## src/rtl/ffsa_pkg.sv

```systemverilog
// Shared types and constants for the first-fit segment allocator.
// Used by ffsa_cell and first_fit_segment_allocator; depends on nothing.
package ffsa_pkg;

    // Default sizing
    localparam longint unsigned HEAP_BYTES_DEF = 64'd65536;
    localparam int              MAX_SEG_DEF    = 64;

    // Port field widths
    localparam int REQ_SIZE_W  = 17;
    localparam int FREE_OFS_W  = 16;
    localparam int STATUS_W    = 3;
    localparam int ALLOC_OFS_W = 16;
    localparam int S_TDATA_W   = 40;   // 17 + 16 = 33, padded to bytes
    localparam int M_TDATA_W   = 24;   // 3 + 16 = 19, padded to bytes

    // Request kind
    localparam logic KIND_ALLOC = 1'b0;
    localparam logic KIND_FREE  = 1'b1;

    typedef enum logic [2:0] {
        STAT_OK        = 3'd0,
        STAT_NO_FIT    = 3'd1,
        STAT_FULL      = 3'd2,
        STAT_NOT_FOUND = 3'd3,
        STAT_ZERO      = 3'd4
    } t_status;

    // Command broadcast to every cell of the table chain
    typedef enum logic [2:0] {
        CELL_HOLD,
        CELL_ROTATE,   // every cell takes its right neighbor, tail takes head
        CELL_WRITE,    // selected cell loads write data
        CELL_INSERT,   // cells above selected take left neighbor, selected loads
        CELL_DELETE    // selected cell and above take right neighbor
    } t_cell_op;

    typedef enum logic [2:0] {
        ST_IDLE,
        ST_SCAN,
        ST_DECIDE,
        ST_EXEC,
        ST_RESP
    } t_state;

endpackage

```

## src/rtl/ffsa_cell.sv

```systemverilog
// One entry of the segment table: begin, length, used and valid flags.
// Shifts with its neighbors on broadcast commands; uses ffsa_pkg.
module ffsa_cell #(
    parameter longint unsigned HEAP_BYTES   = ffsa_pkg::HEAP_BYTES_DEF,
    parameter int              MAX_SEGMENTS = ffsa_pkg::MAX_SEG_DEF,
    parameter int              CELL_IDX     = 0
) (
    input  logic                                i_clk,
    input  logic                                i_rst_n,
    input  ffsa_pkg::t_cell_op                  i_op,
    input  logic [$clog2(MAX_SEGMENTS)-1:0]     i_sel_idx,
    input  logic [$clog2(HEAP_BYTES)-1:0]       i_wr_begin,
    input  logic [$clog2(HEAP_BYTES+1)-1:0]     i_wr_len,
    input  logic                                i_wr_used,
    input  logic [$clog2(HEAP_BYTES)-1:0]       i_left_begin,
    input  logic [$clog2(HEAP_BYTES+1)-1:0]     i_left_len,
    input  logic                                i_left_used,
    input  logic                                i_left_valid,
    input  logic [$clog2(HEAP_BYTES)-1:0]       i_right_begin,
    input  logic [$clog2(HEAP_BYTES+1)-1:0]     i_right_len,
    input  logic                                i_right_used,
    input  logic                                i_right_valid,
    output logic [$clog2(HEAP_BYTES)-1:0]       o_begin,
    output logic [$clog2(HEAP_BYTES+1)-1:0]     o_len,
    output logic                                o_used,
    output logic                                o_valid
);

    localparam int IDX_W = $clog2(MAX_SEGMENTS);
    localparam int OFS_W = $clog2(HEAP_BYTES);
    localparam int LEN_W = $clog2(HEAP_BYTES+1);
    localparam logic [IDX_W-1:0] MY_IDX = IDX_W'(CELL_IDX);

    logic [OFS_W-1:0] r_begin, n_begin;
    logic [LEN_W-1:0] r_len,   n_len;
    logic             r_used,  n_used;
    logic             r_valid, n_valid;

    always_comb begin
        n_begin = r_begin;
        n_len   = r_len;
        n_used  = r_used;
        n_valid = r_valid;
        case (i_op)
            ffsa_pkg::CELL_ROTATE: begin
                n_begin = i_right_begin;
                n_len   = i_right_len;
                n_used  = i_right_used;
                n_valid = i_right_valid;
            end
            ffsa_pkg::CELL_WRITE: begin
                if (MY_IDX == i_sel_idx) begin
                    n_begin = i_wr_begin;
                    n_len   = i_wr_len;
                    n_used  = i_wr_used;
                    n_valid = 1'b1;
                end
            end
            ffsa_pkg::CELL_INSERT: begin
                if (MY_IDX > i_sel_idx) begin
                    n_begin = i_left_begin;
                    n_len   = i_left_len;
                    n_used  = i_left_used;
                    n_valid = i_left_valid;
                end else if (MY_IDX == i_sel_idx) begin
                    n_begin = i_wr_begin;
                    n_len   = i_wr_len;
                    n_used  = i_wr_used;
                    n_valid = 1'b1;
                end
            end
            ffsa_pkg::CELL_DELETE: begin
                if (MY_IDX >= i_sel_idx) begin
                    n_begin = i_right_begin;
                    n_len   = i_right_len;
                    n_used  = i_right_used;
                    n_valid = i_right_valid;
                end
            end
            default: begin
            end
        endcase
    end

    always_ff @(posedge i_clk) begin
        if (!i_rst_n) begin
            // entry zero spans the whole heap, the rest are empty
            r_begin <= '0;
            r_len   <= (CELL_IDX == 0) ? LEN_W'(HEAP_BYTES) : '0;
            r_used  <= 1'b0;
            r_valid <= (CELL_IDX == 0);
        end else begin
            r_begin <= n_begin;
            r_len   <= n_len;
            r_used  <= n_used;
            r_valid <= n_valid;
        end
    end

    assign o_begin = r_begin;
    assign o_len   = r_len;
    assign o_used  = r_used;
    assign o_valid = r_valid;

endmodule

```

## config.mk

```make
export PLATFORM = sky130hd
export DESIGN_NAME = ffsa_cell
export DESIGN_NICKNAME = d
export VERILOG_FILES = /design/src/rtl/ffsa_pkg.sv /design/src/rtl/ffsa_cell.sv
export SDC_FILE = /design/constraint.sdc
export NUM_CORES = 1
export LEC_CHECK = 0
export BUFFER_PORTS_ARGS = -buffer_cell sky130_fd_sc_hd__buf_2
export CAP_MARGIN = 30
export CORE_ASPECT_RATIO = 0.5
export CORE_MARGIN = 3
export CORE_UTILIZATION = 42
export CTS_BUF_LIST = sky130_fd_sc_hd__clkbuf_8
export DETAILED_ROUTE_END_ITERATION = 10
export GPL_TIMING_DRIVEN = 1
export PLACE_DENSITY = 0.84
export SYNTH_ARGS = -nofsm -noshare
export SYNTH_HDL_FRONTEND = slang
export SYNTH_SLANG_ARGS = --single-unit
export TNS_END_PERCENT = 30
```

## constraint.sdc

```tcl
create_clock -name i_clk -period 3.26 [get_ports i_clk]
set_input_delay 0.163 -clock i_clk [delete_from_list [all_inputs] [get_ports i_clk]]
set_output_delay 0.163 -clock i_clk [all_outputs]
set_load 0.005 [all_outputs]
```

# Word-level counts from Yosys, hierarchy flattened
# Index checks and enable logic that the tools add are counted.
word_totals:
  regBits: 35
  wordCells: 30
classes:
  order_cmp: 2
  eq_ne: 5
  mux: 16
  reduce_logical: 3
op_table:
  columns: ["cell", "n"]
  rows:
  - ["17-bit one-hot mux with 4 select lines", 1]
  - ["16-bit one-hot mux with 4 select lines", 1]
  - ["17-bit two-way mux", 3]
  - ["16-bit two-way mux", 3]
  - ["1-bit one-hot mux with 4 select lines", 2]
  - ["3-bit by 2-bit == test with 1-bit output, second input constant", 2]
  - ["1-bit by 6-bit greater-or-equal comparator with 1-bit output, first input constant", 1]
  - ["1-bit by 6-bit > comparator with 1-bit output, first input constant", 1]
  - ["6-bit zero test", 1]
  - ["1-bit two-way mux", 6]
  - ["4-bit nonzero test", 1]
  - ["3-bit by 1-bit == test with 1-bit output, second input constant", 1]
  - ["3-bit == test, second input constant", 1]
  - ["2-bit inequality test, second input constant", 1]
  - ["2-bit AND reduction", 1]

# Depth between registers and ports, before layout
# Gate-level depths: netlist of run 1.
depth:
  depth_word: 4
  depth_mapped: 6
  ltp_nobuf: 4

# Worst setup path after synthesis of run 1
# OpenSTA, ideal clock, no wires.
synth_path:
  path_kind: "input to register"
  start: "input port i_sel_idx[0]"
  end: "register r_begin[10] (netlist: o_begin[10])"
  setup_time_ps: 128
  t_arrival_ps: 1659
  slack_ps: 1472
  path_stages: 6
  n_path_buf: 2
  path_cell_list: "or4_4 -> or4_1 -> buf_2 -> buf_6 -> o221ai_2 -> a21oi_1"
synth_between:
  elab_chain_cells: 4
  word_cells_on_any_way: 8
  classes_between: "order compare (2); eq/ne (1); mux (3); reduce/logical (2)"
synth_lines:
  columns: ["element", "line_no", "rtl"]
  rows:
  - ["start, declared", "ffsa_cell.sv:11", "input logic [$clog2(MAX_SEGMENTS)-1:0] i_sel_idx,"]
  - ["branches (longest 4 deep; another with 1-bit by 6-bit > comparator with 1-bit output)", null, null]
  - ["end signal, assigned", "ffsa_cell.sv:93", "r_begin <= n_begin;"]
  - ["end, declared", "ffsa_cell.sv:34", "logic [OFS_W-1:0] r_begin, n_begin;"]
# Several ways; the timed one is not identified.
# A chain may end at the register's enable or synchronous reset.

# Worst setup path after layout of run 1
# Ends and elaborated chain as after synthesis.

==> reports/metrics.cfg, run 1 <==
[power]
power_frac_seq = 0.455
switchingPower_uw = 251
p_comb_frac = 0.156
sw_frac_of_total = 0.249
peakVddDrop_mv = 0.211
p_int_uw = 758
power_density_nw_per_um2 = 413
clockPowerShare = 0.389
p_leak_nw = 1.09

[timing]
hold_slack_ps = 95.1
drv_slew = 0
hold_viol_final = 0
fmax_mhz = 489
fin_skew_ps = 0
worst_pin_slew_ps = 987
setup_viol = 0
rsz0062_at_grt = no
slew_headroom = 0.342
fin_crit_sh = 0.627
setup_tns_ps = 0
fin_crit_ps = 2040

[yosys]
synth-simple-area-share = 0.125
avgSynthCellArea_sq_um = 10.0
yosysWarningCount = 0
synth_cells = 170
synth.top_cell.area_share = 0.410
ys_seq_elements = 35
synth_area_sq_um = 1710
synth-adder-area-share = 0
synth_compound_area_frac = 0.357
ys_top_cells_by_area = dfxtp_1 41%, o221ai_2 18%, a21oi_1 6.7%
synthMuxAreaShare = 0
syn_nets = 285
synth_top_area_cell = dfxtp_1
synth_top_family_by_area = compound AO/OA/AOI/OAI gates
yosysSeqAreaShare = 0.410
synth_xor_area_frac = 0
yosysUniqueCellTypes = 32

[route]
num_vias = 1804
avgRoutedWirePerCell_um = 14.7
finalWirelength_mm = 4.92
avgViaCountPerCell = 5.40
dr.pass1.iters = 6
drt_iter0_drc = 50
postRouteAntennaNets = 0
drcViolationCount = 0

[worst_setup_path]
crit_slowest_cell = or4_1
critPathLaunch = i_sel_idx[0]
arrival_ps = 2220
cp_num_buf_inv = 2
worstSetupStartpointType = primary input
crit_type = primary input to register
path_cells = buf_2, or4_4, or4_1, buf_4, o221ai_2, a21oi_1
endpoint_kind = register
reg2reg_from = o_valid
critical_path.top_delay_family = simple AND/OR/NAND/NOR gates
crit_path_max_fanout = 13
slowest_delay_ps = 810
crit_required_ps = 3430

[layout]
layout_common_cells = 114 x buf_2, 35 x dfxtp_1, 27 x inv_1, 23 x a21oi_1, 20 x o221ai_2
multiInputGateArea_sq_um = 848
syn2layout_area_growth_pct = 43.0
final_common_cell = buf_2
fillCellCount = 321
drive_gt1_frac = 0.551
n_antenna_cell = 0
final_util = 0.667
register_area_sq_um = 701
nets = 397

[status]
outcome = complete, no violations

[die]
coreArea_sq_um = 3660
die_y_um = 51.1
dieArea_sq_um = 4910
ios = 150
start_util = 0.467
rows = 15
die-width_um = 96.2

[global_routing]
grt_start_max_net_pins = 25
grt_overflow = 0
grt.total_usage = 0.199
grt_use_met2 = 0.371
grtUsageMet1 = 0.221
grtUsageMet3 = 0.0544
grt_pass1_wl_mm = 7.67
busiest_layer = met2
grt_pass1_vias = 1688
antenna_found_initial = 0

[clock_network]
cts_made_buffers = 5
clock_latency_ps = 290
clock_sinks = 35
cts_root_buffer = clkbuf_8
tritoncts = yes
cts_resized = 0
clk_pin_slew_worst_paths_ps = 80
clk_path_buf_depth = 2
cts_setup_buffers = 0
hold_buffers = 0
h-tree-depth = 2

[placement]
gp_congestion = 0.816
port_buffers = 114
dp_hpwl_mm = 3.72

[job]
max_cap_viol_count = 0

[min_path]
hold_class = primary input to register
hp-start = i_wr_begin[3]

## kinds of logic after synthesis
group	after synthesis
buf+inv	42
compound gates	65
simple gates	28
flops	35
## path summary, 6_finish.rpt
kind | slack, ps | end | cells past startpoint
hold / removal | 100 | o_begin[3] | 2
hold reg to reg | 440 | o_begin[13] | 2
setup / recovery | 1220 | o_begin[10] | 6
setup reg to reg | 1980 | o_valid | 3
## metrics by stage
stage / area [sq um] / setup WS, ps / instances / total power [mW]
final: 2440 / 1220 / 334 / 1.01
after CTS: 2440 / 1220 / 334 / 1.02
after global routing: 2440 / 1160 / 334 / 1.05
after global placement: 2330 / 969 / 326 / 0.620
after floorplan: 1710 / 1470 / 170 / 0.536
after detailed placement: 2330 / 914 / 326 / 0.627
## synthesized netlist by cell type
library cell / count
a211oi_1: 1
or4_1: 1
nor2_4: 1
inv_1: 27
or2_2: 1
or3_1: 1
nor4b_1: 10
nor2_1: 3
buf_1: 1
nor4_1: 2
or4_4: 1
buf_6: 3
dfxtp_1: 35
o21ai_0: 2
a221oi_1: 1
a21boi_0: 1
nand2b_1: 1
a22o_1: 1
a31oi_1: 1
nor3_1: 1
nand4_1: 1
nor4_2: 1
o221ai_2: 20
a31o_2: 1
buf_2: 3
o221ai_1: 3
a221o_1: 11
and3_1: 1
nand4b_1: 1
nor3b_1: 2
a21oi_1: 23
clkbuf_1: 8
## power by group through the flow
stage          clock network [mW]  logic (mW)  registers, mW
2_1_floorplan                   0      0.0646          0.471
3_3_place_gp                    0       0.152          0.468
3_5_place_dp                    0       0.158          0.469
4_1_cts                     0.402       0.159          0.459
5_1_grt                     0.419       0.174          0.461
6_report                    0.393       0.157          0.459
## per-layer routing
layer	vias to the layer above	routed length, um	share of wire
li1	878	-	-
met1	870	1920	0.39
met2	50	2700	0.55
met3	6	259	0.053
met4	0	48	0.0098
met5	-	0	0
## state kept, by name, indices dropped and copies added (netlist names)
register	count
o_len	17
o_begin	16
o_valid	1
o_used	1
## final cells by class
type                            count  share of cell area
Inverter                           27              0.0415
Clock inverter                      3              0.0179
Sequential cell                    35               0.287
Clock buffer                        5              0.0282
Multi-Input combinational cell     93               0.347
Tap cell                           51              0.0261
Timing Repair Buffer              120               0.252
## worst register-to-register path, cell delays in order, from the launching register on
cell     delay [ps]
dfxtp_1         340
a22o_1          210
a221o_1         320
or3_1           300
Power figures use the tool's default switching activity.
==> run 2, diff against run 1 <==
--- a/config.mk
+++ b/config.mk
@@ -9,11 +9,11 @@
 export CAP_MARGIN = 30
 export CORE_ASPECT_RATIO = 0.5
 export CORE_MARGIN = 3
-export CORE_UTILIZATION = 42
+export CORE_UTILIZATION = 39
 export CTS_BUF_LIST = sky130_fd_sc_hd__clkbuf_8
 export DETAILED_ROUTE_END_ITERATION = 10
 export GPL_TIMING_DRIVEN = 1
-export PLACE_DENSITY = 0.84
+export PLACE_DENSITY = 0.79
 export SYNTH_ARGS = -nofsm -noshare
 export SYNTH_HDL_FRONTEND = slang
 export SYNTH_SLANG_ARGS = --single-unit
==> constraint.sdc (replaced) <==
create_clock -name i_clk -period 2 [get_ports i_clk]
set_input_delay 0.1 -clock i_clk [delete_from_list [all_inputs] [get_ports i_clk]]
set_output_delay 0.1 -clock i_clk [all_outputs]
set_load 0.005 [all_outputs]
==> run 2 against run 1 <==
Utilization is 5.4 points lower. Critical path depth is the same. Clock-buffer cell count stayed put. Clock skew unchanged. Critical path type unchanged. Critical endpoint is now o_begin[7].
==> reports/metrics.cfg, run 2 (synthesis results as in run 1) <==
[layout]
layout_common_cells = 114 x buf_2, 35 x dfxtp_1, 27 x inv_1, 23 x a21oi_1, 20 x o221ai_2  ; unchanged
final_common_cell = buf_2  ; unchanged
fillCellCount = 376  ; was 321
largest_register_ff_count = 17  ; unchanged
syn2layout_area_growth_pct = 45.3  ; was 43.0%
finalNonFillerCells = 340  ; was 334
drive_gt1_frac = 0.556  ; was 0.551
n_antenna_cell = 0  ; unchanged
nets = 400  ; was 397

[worst_setup_path]
worstSetupStartpointType = primary input  ; unchanged
endpoint_kind = register  ; unchanged
arrival_ps = 1840  ; was 2220 ps
crit_slowest_cell = or4_1  ; unchanged
crit_type = primary input to register  ; unchanged
crit_required_ps = 2170  ; was 3430 ps
reg2reg_from = o_valid  ; unchanged
path_cells = buf_2, or4_4, or4_1, buf_4, o221ai_1, a21oi_1  ; was buf_2, or4_4, or4_1, buf_4, o221ai_2, a21oi_1
crit_path_max_fanout = 13  ; unchanged
r2r_slack_ps = 720  ; was 1980 ps
slowest_delay_ps = 590  ; was 810 ps
critPathLaunch = i_sel_idx[0]  ; unchanged

[power]
p_comb_frac = 0.159  ; was 0.156
total_power_mw = 1.65  ; was 1.01 mW
clockPowerShare = 0.387  ; was 0.389
switchingPower_uw = 407  ; was 251 uW
power_frac_seq = 0.454  ; was 0.455
sw_frac_of_total = 0.247  ; was 0.249
p_leak_nw = 1.11  ; was 1.09 nW
peakVddDrop_mv = 0.306  ; was 0.211 mV
power_density_nw_per_um2 = 664  ; was 413 nW/um^2
p_int_mw = 1.24  ; was 758 uW

[clock_network]
clock_latency_ps = 290  ; about the same
cts_root_buffer = clkbuf_8  ; unchanged
hold_buffers = 0  ; unchanged
clk_path_buf_depth = 2  ; unchanged
cts_resized = 0  ; unchanged
cts_made_buffers = 5  ; unchanged
clock_sinks = 35  ; unchanged
clk_pin_slew_worst_paths_ps = 80  ; about the same
h-tree-depth = 2  ; unchanged
cts_setup_buffers = 0  ; unchanged
tritoncts = yes  ; unchanged

[timing]
hold_viol_final = 0  ; unchanged
fin_crit_sh = 0.833
fin_crit_ps = 1670
setup_viol = 0  ; unchanged
fmax_mhz = 600
rsz0062_at_grt = no  ; unchanged
drv_slew = 0  ; unchanged
hold_slack_ps = 28.8  ; was 95.1 ps
worst_pin_slew_ps = 565  ; was 987 ps
slew_headroom = 0.623  ; was 0.342
setup_tns_ps = 0  ; unchanged
fin_skew_ps = 0  ; unchanged

[route]
dr.pass1.iters = 5  ; was 6
avgRoutedWirePerCell_um = 14.5  ; was 14.7 um
avgViaCountPerCell = 5.26  ; was 5.40
drcViolationCount = 0  ; unchanged
drt_iter0_drc = 65  ; was 50
postRouteAntennaNets = 0  ; unchanged
num_vias = 1790  ; was 1804
finalWirelength_mm = 4.92  ; unchanged

[die]
die_y_um = 52.8  ; was 51.1 um
coreArea_sq_um = 4040  ; was 3660 sq um
die-width_um = 99.6  ; was 96.2 um
dieArea_sq_um = 5260  ; was 4910 sq um
rows = 16  ; was 15
start_util = 0.422  ; was 0.467
ios = 150  ; unchanged

[status]
outcome = complete, no violations  ; unchanged

[placement]
dp_hpwl_mm = 3.73  ; was 3.72 mm
placedCellCount = 331  ; was 326
gp_congestion = 0.742  ; was 0.816
port_buffers = 114  ; unchanged

[global_routing]
antenna_found_initial = 0  ; unchanged
grt_start_max_net_pins = 24  ; was 25
grt.total_usage = 0.177  ; was 0.199
grt_pass1_wl_mm = 7.40  ; was 7.67 mm
grt_pass1_vias = 1647  ; was 1688
grt_overflow = 0  ; unchanged

[job]
max_cap_viol_count = 0  ; unchanged

[min_path]
hold_class = primary input to register  ; unchanged
hp-start = i_wr_used  ; was i_wr_begin[3]

## run 2: cell count changes in the layout (fill, tap and decap cells not counted), sizes merged
cell,previous run,this run
buf,120,123
## run 2: cell type report
type                            count  area, sq um  area share
Clock inverter                      3         43.8      0.0177
Inverter                           27          101      0.0408
Tap cell                           54         67.6      0.0272
Multi-Input combinational cell     93          848       0.342
Timing Repair Buffer              123          651       0.262
Clock buffer                        5         68.8      0.0277
Sequential cell                    35          701       0.282
## run 2: worst paths after layout
check                end  cells after the start
max           o_begin[7]                      6
min               o_used                      2
min reg2reg  o_begin[10]                      2
max reg2reg      o_valid                      3
## run 2: worst max-delay path: cells and delay by family
kind                   cells  cell delay [ps]
buffers and inverters      2              360
AO/OA/AOI/OAI              2              250
AND/OR/NAND/NOR            2             1130
## run 2: through the flow
| step | setup slack, ps | cell area [sq um] | util |
|---|---|---|---|
| 5_1_grt | 256 | 2480 | 0.614 |
| 2_1_floorplan | 275 | 1710 | - |
| 3_3_place_gp | 57.5 | 2350 | 0.581 |
| 4_1_cts | 327 | 2460 | 0.609 |
| 3_5_place_dp | 21.2 | 2350 | 0.581 |
| 6_report | 334 | 2480 | 0.614 |
## run 2: power by group through the flow
stage	sequential [mW]	combinational, mW	clock [mW]
3_3_place_gp	0.762	0.250	0
6_report	0.748	0.261	0.638
5_1_grt	0.752	0.289	0.675
2_1_floorplan	0.768	0.105	0
3_5_place_dp	0.764	0.259	0
4_1_cts	0.748	0.260	0.651
## run 2: layer usage
| layer | vias to the layer above | track usage | routed length, um |
|---|---|---|---|
| met5 | - | 0 | 0 |
| met1 | 841 | 0.193 | 1850 |
| met2 | 61 | 0.348 | 2780 |
| met4 | 0 | 0.0408 | 6 |
| li1 | 884 | - | - |
| met3 | 4 | 0.0465 | 284 |
==> run 3, diff against run 2 <==
--- a/config.mk
+++ b/config.mk
@@ -9,11 +9,11 @@
 export CAP_MARGIN = 30
 export CORE_ASPECT_RATIO = 0.5
 export CORE_MARGIN = 3
-export CORE_UTILIZATION = 39
+export CORE_UTILIZATION = 35
 export CTS_BUF_LIST = sky130_fd_sc_hd__clkbuf_8
 export DETAILED_ROUTE_END_ITERATION = 10
 export GPL_TIMING_DRIVEN = 1
-export PLACE_DENSITY = 0.79
+export PLACE_DENSITY = 0.74
 export SYNTH_ARGS = -nofsm -noshare
 export SYNTH_HDL_FRONTEND = slang
 export SYNTH_SLANG_ARGS = --single-unit
==> constraint.sdc (replaced) <==
create_clock -name i_clk -period 1.4 [get_ports i_clk]
set_input_delay 0.07 -clock i_clk [delete_from_list [all_inputs] [get_ports i_clk]]
set_output_delay 0.07 -clock i_clk [all_outputs]
set_load 0.005 [all_outputs]
==> run 3 against run 2 <==
The run now ends with setup timing left. Register-to-register slack got worse by 620 ps. Sequential power is 43% higher. Die area rose by 10%. Cell count is 5.0% higher. Non-clock buffer count grew 5. Critical path depth is the same. Global-route usage fell by 0.79 points. Cell area grew 5.6%. Utilization decreased by 3.8 points. Setup slack worse by 350 ps. Largest cell class unchanged.
==> reports/metrics.cfg, run 3 (synthesis results as in run 1) <==
[route]
num_vias = 1819  ; was 1790
drt_iter0_drc = 36  ; was 65
finalWirelength_mm = 5.01  ; was 4.92 mm
postRouteAntennaNets = 0  ; unchanged
drcViolationCount = 0  ; unchanged
avgViaCountPerCell = 5.10  ; was 5.26
dr.pass1.iters = 4  ; was 5
avgRoutedWirePerCell_um = 14.0  ; was 14.5 um

[worst_setup_path]
reg2reg_from = o_valid  ; unchanged
crit_slowest_cell = or4_4  ; was or4_1
crit_type = primary input to register  ; unchanged
cp_num_cells = 6  ; unchanged
critical_path.top_delay_family = simple AND/OR/NAND/NOR gates  ; unchanged
r2r_end = o_valid  ; unchanged
critPathLaunch = i_sel_idx[0]  ; unchanged
slowest_delay_ps = 540  ; was 590 ps
cp_num_buf_inv = 2  ; unchanged
crit_required_ps = 1570  ; was 2170 ps
crit_path_max_fanout = 13  ; unchanged
arrival_ps = 1590  ; was 1840 ps
path_cells = buf_6, or4_4, or4_4, buf_12, o221ai_2, a21oi_1  ; was buf_2, or4_4, or4_1, buf_4, o221ai_1, a21oi_1
worstSetupStartpointType = primary input  ; unchanged
crit_path_frequent_cell = or4_4
crit_end = o_len[0]  ; was o_begin[7]
reg2regPathDepth = 3  ; unchanged
endpoint_kind = register  ; unchanged
r2r_slack_ps = 100  ; was 720 ps

[die]
dieArea_sq_um = 5800  ; was 5260 sq um
start_util = 0.375  ; was 0.422
die-width_um = 105  ; was 99.6 um
ios = 150  ; unchanged
rows = 17  ; was 16
die_y_um = 55.4  ; was 52.8 um
coreArea_sq_um = 4550  ; was 4040 sq um

[min_path]
hp-start = i_wr_begin[3]  ; was i_wr_used
hold_class = primary input to register  ; unchanged

[timing]
hold_viol_final = 0  ; unchanged
fin_crit_ps = 1420
fin_skew_ps = 0  ; unchanged
worst_pin_slew_ps = 435  ; was 565 ps
fin_crit_sh = 1.01
hold_slack_ps = 10.7  ; was 28.8 ps
slew_headroom = 0.709  ; was 0.623
drv_slew = 0  ; unchanged
fmax_mhz = 705
rsz0062_at_grt = yes  ; was no
setup_viol = 31  ; was 0
setup_slack_ps = -18.8  ; was 334 ps

[clock_network]
cts_root_buffer = clkbuf_8  ; unchanged
clock_sinks = 35  ; unchanged
clk_pin_slew_worst_paths_ps = 70  ; was 80 ps
h-tree-depth = 2  ; unchanged
clock_latency_ps = 280  ; was 290 ps
tritoncts = yes  ; unchanged
cts_made_buffers = 5  ; unchanged
cts_setup_buffers = 0  ; unchanged
clk_path_buf_depth = 2  ; unchanged

[layout]
fin_area_sq_um = 2620  ; was 2480 sq um
final_common_cell = buf_2  ; unchanged
nets = 405  ; was 400
multiInputGateArea_sq_um = 882  ; was 848 sq um
drive_gt1_frac = 0.574  ; was 0.556
largest_register_ff_count = 17  ; unchanged
finalNonFillerCells = 357  ; was 340
n_antenna_cell = 0  ; unchanged
final_util = 0.576  ; was 0.614
fillCellCount = 410  ; was 376
layout_common_cells = 112 x buf_2, 35 x dfxtp_1, 27 x inv_1, 23 x a21oi_1, 22 x o221ai_2  ; was 114 x buf_2, 35 x dfxtp_1, 27 x inv_1, 23 x a21oi_1, 20 x o221ai_2
register_area_sq_um = 701  ; unchanged
syn2layout_area_growth_pct = 53.4  ; was 45.3%

[global_routing]
antenna_found_initial = 0  ; unchanged
grtUsageMet3 = 0.0315  ; was 0.0465
grt_use_met2 = 0.339  ; was 0.348
grt_pass1_wl_mm = 8.41  ; was 7.40 mm
grt.total_usage = 0.169  ; was 0.177
grt_start_max_net_pins = 24  ; unchanged
busiest_layer = met2  ; unchanged
grt_pass1_vias = 1830  ; was 1647
grt_overflow = 0  ; unchanged
grtUsageMet1 = 0.185  ; was 0.193

[placement]
place_ws_ps = -359  ; was 21.2 ps
port_buffers = 114  ; unchanged
placed_area_sq_um = 2450  ; was 2350 sq um
dp_hpwl_mm = 3.87  ; was 3.73 mm
placedCellCount = 348  ; was 331
gp_congestion = 0.759  ; was 0.742

[power]
p_leak_nw = 1.16  ; was 1.11 nW
power_density_nw_per_um2 = 905  ; was 664 nW/um^2
peakVddDrop_mv = 0.439  ; was 0.306 mV

[status]
violations = setup timing
outcome = finished, violations left  ; was complete, no violations

[job]
max_cap_viol_count = 0  ; unchanged

## run 3: area by class of cell
cell class,count,area share
Tap cell,66,0.0315
Clock inverter,3,0.0167
Inverter,27,0.0387
Multi-Input combinational cell,93,0.337
Clock buffer,5,0.0263
Sequential cell,35,0.267
Timing Repair Buffer,128,0.283
## run 3: layer usage
metal / part of all wire / routed length [um]
met1: 0.39 / 1950
met2: 0.56 / 2810
met3: 0.043 / 214
met4: 0.0068 / 34
met5: 0 / 0
## run 3: what timing repair did
action                                 CTS  global route
gates resized for setup                  4             2
pin swaps                                7             3
setup endpoints to repair               34            34
endpoints found under the hold margin    1             0
hold buffers                             1             0
## run 3: how the worst min path moves through the flow
stage	endpoint	slack [ps]	cells past startpoint
after floorplan	o_begin[6]	210	2
after global placement	o_begin[0]	290	2
after detailed placement	o_len[15]	300	2
after CTS	o_len[15]	1	2
after global routing	o_begin[5]	4	2
final	o_begin[3]	10	2
## run 3: metrics by stage
stage                     total power, mW  TNS, ps
after floorplan                      1.25    -6720
after CTS                            2.40     -146
after detailed placement             1.48   -11040
after global placement               1.47   -10620
after global routing                 2.49     -986
final                                2.37     -302
## run 3: where the power goes
| group | internal, mW | switching [mW] |
|---|---|---|
| clock network | 0.530 | 0.370 |
| logic | 0.215 | 0.186 |
| registers | 1.05 | 0.0250 |
## run 3: worst register-to-register path: stages, from the launching register on
cell     delay (ps)
dfxtp_1         340
a22o_1          220
a221o_1         330
or3_1           290
